==> config.mk <==
export PLATFORM = sky130hd
export DESIGN_NAME = mrwt_datapath
export DESIGN_NICKNAME = d
export VERILOG_FILES = /design/src/design/mrwt_pkg.sv /design/src/design/mrwt_datapath.sv
export SDC_FILE = /design/constraint.sdc
export NUM_CORES = 1
export LEC_CHECK = 0
export BUFFER_PORTS_ARGS = -buffer_cell sky130_fd_sc_hd__buf_2
export CORE_MARGIN = 1
export CORE_UTILIZATION = 55
export CTS_CLUSTER_SIZE = 25
export DETAILED_ROUTE_END_ITERATION = 16
export GPL_TIMING_DRIVEN = 0
export PLACE_DENSITY = 0.76
export SLEW_MARGIN = 0
export SYNTH_ARGS = -nofsm -noshare
export SYNTH_HDL_FRONTEND = slang
export SYNTH_SLANG_ARGS = --single-unit
==> constraint.sdc <==
create_clock -name clk -period 7.4 [get_ports clk]
set_input_delay 1.11 -clock clk [delete_from_list [all_inputs] [get_ports clk]]
set_output_delay 1.11 -clock clk [all_outputs]
set_load 0.02 [all_outputs]
==> src/design/mrwt_pkg.sv <==
package mrwt_pkg;

    localparam int NUM_WIDTH_DEF = 32;
    localparam int FIELD_WIDTH   = 32;

    // Commands from the controller to the datapath
    typedef struct packed {
        logic load;      // capture n, a; start a mod n
        logic red_step;  // one restoring step of a mod n
        logic dec_step;  // shift one factor of two out of d
        logic mul_init;  // start a modular product
        logic mul_step;  // one double-and-add step
        logic sel_sq;    // product is x*x (else r*b or b*b)
        logic sel_rb;    // product is r*b
        logic wr_r;      // write product to r
        logic wr_b;      // write product to b
        logic wr_x;      // write product to x
        logic exp_shift; // shift exponent right
        logic x_from_r;  // x takes r
        logic cnt_dec;   // count one squaring
    } cmd_t;

    // Status from the datapath to the controller
    typedef struct packed {
        logic n_even;
        logic d_even;    // d nonzero and even
        logic e_zero;
        logic e_lsb;
        logic step_last; // last step of a product or reduction
        logic x_one;
        logic x_n1;
        logic cnt_zero;  // no squarings left
    } stat_t;

endpackage

==> src/design/mrwt_datapath.sv <==
module mrwt_datapath #(
    parameter int NUM_WIDTH = mrwt_pkg::NUM_WIDTH_DEF
) (
    input  logic                 clk,
    input  logic                 rst_n,
    input  logic [31:0]          candidate,
    input  logic [31:0]          base,
    input  mrwt_pkg::cmd_t       cmd,
    output mrwt_pkg::stat_t      stat
);
    localparam int CW = $clog2(NUM_WIDTH + 1);

    logic [NUM_WIDTH-1:0] n_reg, n1_reg, d_reg, e_reg, r_reg, b_reg, x_reg, acc_reg, y_reg;
    logic [NUM_WIDTH-1:0] n_next, n1_next, d_next, e_next, r_next, b_next, x_next;
    logic [NUM_WIDTH-1:0] acc_next, y_next;
    logic [CW-1:0]        bit_reg, bit_next, cnt_reg, cnt_next;
    logic [NUM_WIDTH-1:0] mx, my, dbl, addv, in_n, in_a;
    logic [NUM_WIDTH:0]   wide, rem;

    assign in_n = NUM_WIDTH'(candidate);
    assign in_a = NUM_WIDTH'(base);

    // Modular add of p and q mod m; used to double acc, then to add mx when the y bit is set
    function automatic logic [NUM_WIDTH-1:0] addm(input logic [NUM_WIDTH-1:0] p,
                                                  input logic [NUM_WIDTH-1:0] q,
                                                  input logic [NUM_WIDTH-1:0] m);
        logic [NUM_WIDTH:0] t;
        begin
            t = {1'b0, p} + {1'b0, q};
            if (t >= {1'b0, m})
                t = t - {1'b0, m};
            addm = t[NUM_WIDTH-1:0];
        end
    endfunction

    always_comb
    begin
        mx = cmd.sel_sq ? x_reg : b_reg;
        my = cmd.sel_sq ? x_reg : (cmd.sel_rb ? r_reg : b_reg);
        dbl  = addm(acc_reg, acc_reg, n_reg);
        addv = y_reg[NUM_WIDTH-1] ? addm(dbl, mx, n_reg) : dbl;
        // restoring step of a mod n: shift in one bit of a
        wide = {acc_reg, y_reg[NUM_WIDTH-1]};
        rem  = (wide >= {1'b0, n_reg}) ? wide - {1'b0, n_reg} : wide;
    end

    always_comb
    begin
        n_next = n_reg; n1_next = n1_reg; d_next = d_reg; e_next = e_reg;
        r_next = r_reg; b_next = b_reg; x_next = x_reg; acc_next = acc_reg;
        y_next = y_reg; bit_next = bit_reg; cnt_next = cnt_reg;
        if (cmd.load)
        begin
            n_next   = in_n;
            n1_next  = in_n - NUM_WIDTH'(1);
            d_next   = in_n - NUM_WIDTH'(1);
            acc_next = '0;
            y_next   = in_a;
            bit_next = CW'(NUM_WIDTH - 1);
            cnt_next = '0;
            r_next   = (in_n == NUM_WIDTH'(1)) ? '0 : NUM_WIDTH'(1);
        end
        if (cmd.red_step)
        begin
            acc_next = rem[NUM_WIDTH-1:0];
            y_next   = {y_reg[NUM_WIDTH-2:0], 1'b0};
            bit_next = bit_reg - CW'(1);
            if (stat.step_last)
            begin
                b_next = rem[NUM_WIDTH-1:0];
                e_next = d_reg;
            end
        end
        if (cmd.dec_step)
        begin
            d_next   = d_reg >> 1;
            e_next   = d_reg >> 1;
            cnt_next = cnt_reg + CW'(1);
        end
        if (cmd.mul_init)
        begin
            acc_next = '0;
            y_next   = my;
            bit_next = CW'(NUM_WIDTH - 1);
        end
        if (cmd.mul_step)
        begin
            acc_next = addv;
            y_next   = {y_reg[NUM_WIDTH-2:0], 1'b0};
            bit_next = bit_reg - CW'(1);
            if (stat.step_last)
            begin
                if (cmd.wr_r) r_next = addv;
                if (cmd.wr_b) b_next = addv;
                if (cmd.wr_x) x_next = addv;
            end
        end
        if (cmd.exp_shift) e_next = e_reg >> 1;
        if (cmd.x_from_r)
        begin
            x_next   = r_reg;
            cnt_next = (cnt_reg == '0) ? '0 : cnt_reg - CW'(1);
        end
        if (cmd.cnt_dec) cnt_next = cnt_reg - CW'(1);
    end

    // Hold payload; no reset needed except counters
    always_ff @(posedge clk or negedge rst_n)
    begin
        if (!rst_n)
        begin
            bit_reg <= '0;
            cnt_reg <= '0;
        end
        else
        begin
            bit_reg <= bit_next;
            cnt_reg <= cnt_next;
        end
    end

    always_ff @(posedge clk)
    begin
        n_reg <= n_next; n1_reg <= n1_next; d_reg <= d_next; e_reg <= e_next;
        r_reg <= r_next; b_reg <= b_next; x_reg <= x_next;
        acc_reg <= acc_next; y_reg <= y_next;
    end

    always_comb
    begin
        stat.n_even    = ~in_n[0];
        stat.d_even    = (d_reg != '0) && !d_reg[0];
        stat.e_zero    = (e_reg == '0);
        stat.e_lsb     = e_reg[0];
        stat.step_last = (bit_reg == '0);
        stat.x_one     = (x_reg == NUM_WIDTH'(1));
        stat.x_n1      = (x_reg == n1_reg);
        stat.cnt_zero  = (cnt_reg == '0);
    end
endmodule

==> flow_summary.json <==
{
  "grt_pass1_vias": 20200,
  "rows": 74,
  "critical_path_required_ns": 7.69,
  "maxCapViolCount": 0,
  "synth_enable_flop_cells": 221,
  "async_reset_ff_share_pct": 4.00,
  "cp_slowest_cell": "edfxtp_1",
  "grt_pass1_wl_mm": 126,
  "outcome": "completed",
  "core_area_um2": 40700,
  "totalWireLength_mm": 87.3,
  "synth_warnings": 0,
  "cp.arrival_ns": 7.63,
  "track_usage_pct": 40.6,
  "drtIter0Drc": 2349,
  "stdcell_count": 3206,
  "synth-compound-area-share_pct": 20.6,
  "cts.clk_slew.worst_paths_ns": 0.07,
  "nNetsFinal": 2835,
  "routabilityCongestion": 1.11,
  "dr.pass1.iters": 8,
  "yosys.cell_count.top_type": "edfxtp_1",
  "slew_headroom_pct": 5.58,
  "tightest_slew_ns": 1.42,
  "synth_nets": 2652,
  "floorplan.initialDensity_pct": 55.7,
  "max_freq_mhz": 136,
  "fillers": 3229,
  "critPathKind": "flop to flop",
  "hold_buffers": 0,
  "ctsRootBufferMaster": "clkbuf_16",
  "path_max_fanout": 10,
  "synth_top_family_by_area": "compound AO/OA/AOI/OAI gates",
  "die-area_um2": 42100,
  "end_kind": "flop",
  "path_buf_inv": 7,
  "hpwl_mm": 68.2,
  "antenna_found_initial": 2,
  "synthTopCellsByCount": "edfxtp_1 (221), a21oi_1 (206), nand2_1 (195)",
  "wire_per_inst_um": 27.2,
  "synthesis.instances": 2466,
  "area_delta_synth_final_pct": 18.9,
  "clk_latency_ns": 0.58,
  "syn_area_per_cell_um2": 9.20,
  "dp.cells": 3078,
  "critPathLaunchType": "flop",
  "ys_ff_latch": 300,
  "crit_family": "simple AND/OR/NAND/NOR gates",
  "vias_per_cell": 6.72,
  "synthMuxAreaShare_pct": 11.1,
  "synth-simple-area-share_pct": 14.3,
  "cpPeakStageDelay_ns": 0.50,
  "yosys.area_share.xor_xnor_pct": 6.64,
  "die_w_um": 205,
  "drive_above_1_share_pct": 22.6,
  "fp.dieH_um": 205,
  "hold_viol_final": 0,
  "ys.flop_type": "edfxtp_1",
  "vias": 21500,
  "drv_slew": 0,
  "netlist_area_um2": 22700,
  "setup_viol": 0,
  "cts_tree": "built",
  "cts_made_buffers": 31,
  "synthAdderAreaFrac_pct": 6.04,
  "synth_area_leaders": "edfxtp_1 (29%), dfxtp_1 (5.9%), mux2_2 (5.9%)",
  "drc": 0,
  "grt_max_degree": 66,
  "clock-sinks": 300,
  "hp-class": "input pin to async pin",
  "period_needed_ns": 7.33,
  "htreeDepth": 1,
  "antenna_left": 0,
  "grt-ovfl-total": 0,
  "ys_seq_area_share_pct": 36.5,
  "num_io_pins": 87,
  "yosysTopAreaCellShare_pct": 29.3,
  "period_share_pct": 99.1,
  "synth_cell_type_count": 103,
  "clockBufferDepth": 3,
  "clock-skew-final_ns": 0.0189,
  "io_buffers": 79,
  "synth_top_area_cell": "edfxtp_1"
}
-- final timing paths --
kind,cells after the start,startpoint,slack [ns],endpoint
max,31,n_reg[18]$_DFFE_PP_,0.07,acc_reg[20]$_DFFE_PP_
min,1,rst_n,0.40,bit_reg[5]$_DFFE_PN0P_
max reg2reg,31,n_reg[18]$_DFFE_PP_,0.07,acc_reg[20]$_DFFE_PP_
min reg2reg,1,cnt_reg[5]$_DFFE_PN0P_,0.46,cnt_reg[5]$_DFFE_PN0P_
max in group asynchronous,1,rst_n,6.78,cnt_reg[5]$_DFFE_PN0P_
min in group clk,1,cnt_reg[5]$_DFFE_PN0P_,0.46,cnt_reg[5]$_DFFE_PN0P_
-- final cells by class --
type | count | area [um^2] | share of cell area [%]
diodes | 1 | 2.50 | 0.00928
plain buffers | 127 | 673 | 2.50
inverters | 110 | 417 | 1.55
clock inverters | 18 | 185 | 0.687
well taps | 532 | 666 | 2.47
flip-flops and latches | 300 | 8280 | 30.7
clock buffers | 39 | 878 | 3.26
repair buffers | 168 | 1170 | 4.35
multi-input cells | 1911 | 14700 | 54.5
-- per-layer routing --
layer	part of all wire, %	GRT usage [%]	vias up
li1	-	-	9569
met1	37	50.7	10300
met2	46	65.7	1339
met3	11	6.97	301
met4	7.1	24.8	2
met5	0.015	0	-
-- cells by family (layout without fill, tap and decap cells) --
logic type | Yosys count | count (layout)
xor+xnor | 172 | 172
simple gates | 660 | 660
mux | 237 | 237
fa+ha+maj | 107 | 107
compound gates | 735 | 735
other cells | 0 | 1
buf+inv | 255 | 462
flops | 300 | 300
-- stage by stage --
stage	instance area, um^2	TNS [ns]	setup slack [ns]	hold slack [ns]	util (%)
after CTS	26000	-0.178	-0.0317	0.401	63.9
after global routing	27000	-0.538	-0.0536	0.429	66.2
after detailed placement	23800	-166.07	-1.63	0.458	58.4
after global placement	23700	-161.12	-1.60	0.457	58.3
after floorplan	22700	0	0.798	0.431	-
final	27000	0	0.0661	0.397	66.2
-- what timing repair did --
action	4_1_cts	5_1_grt
gates cloned	2	0
pin swaps	45	53
setup buffers	56	30
setup endpoints to repair	128	128
resized for setup	157	150
-- placed cells by master (no fill, tap or decap), types with 48 or more instances in the layout --
master / n
buf_2: 85
buf_4: 92
dfxtp_1: 67
a21oi_1: 172
mux2_2: 115
o21ai_0: 141
inv_1: 95
ha_1: 67
clkbuf_1: 90
edfxtp_1: 221
xor2_1: 87
nor2_1: 157
o22ai_1: 56
o21ai_1: 48
a21o_1: 51
xnor2_1: 76
mux2i_1: 101
nand2_1: 190
Power is not shown: default switching activity piles up to over one toggle a cycle in this logic, so the estimate is an artifact.
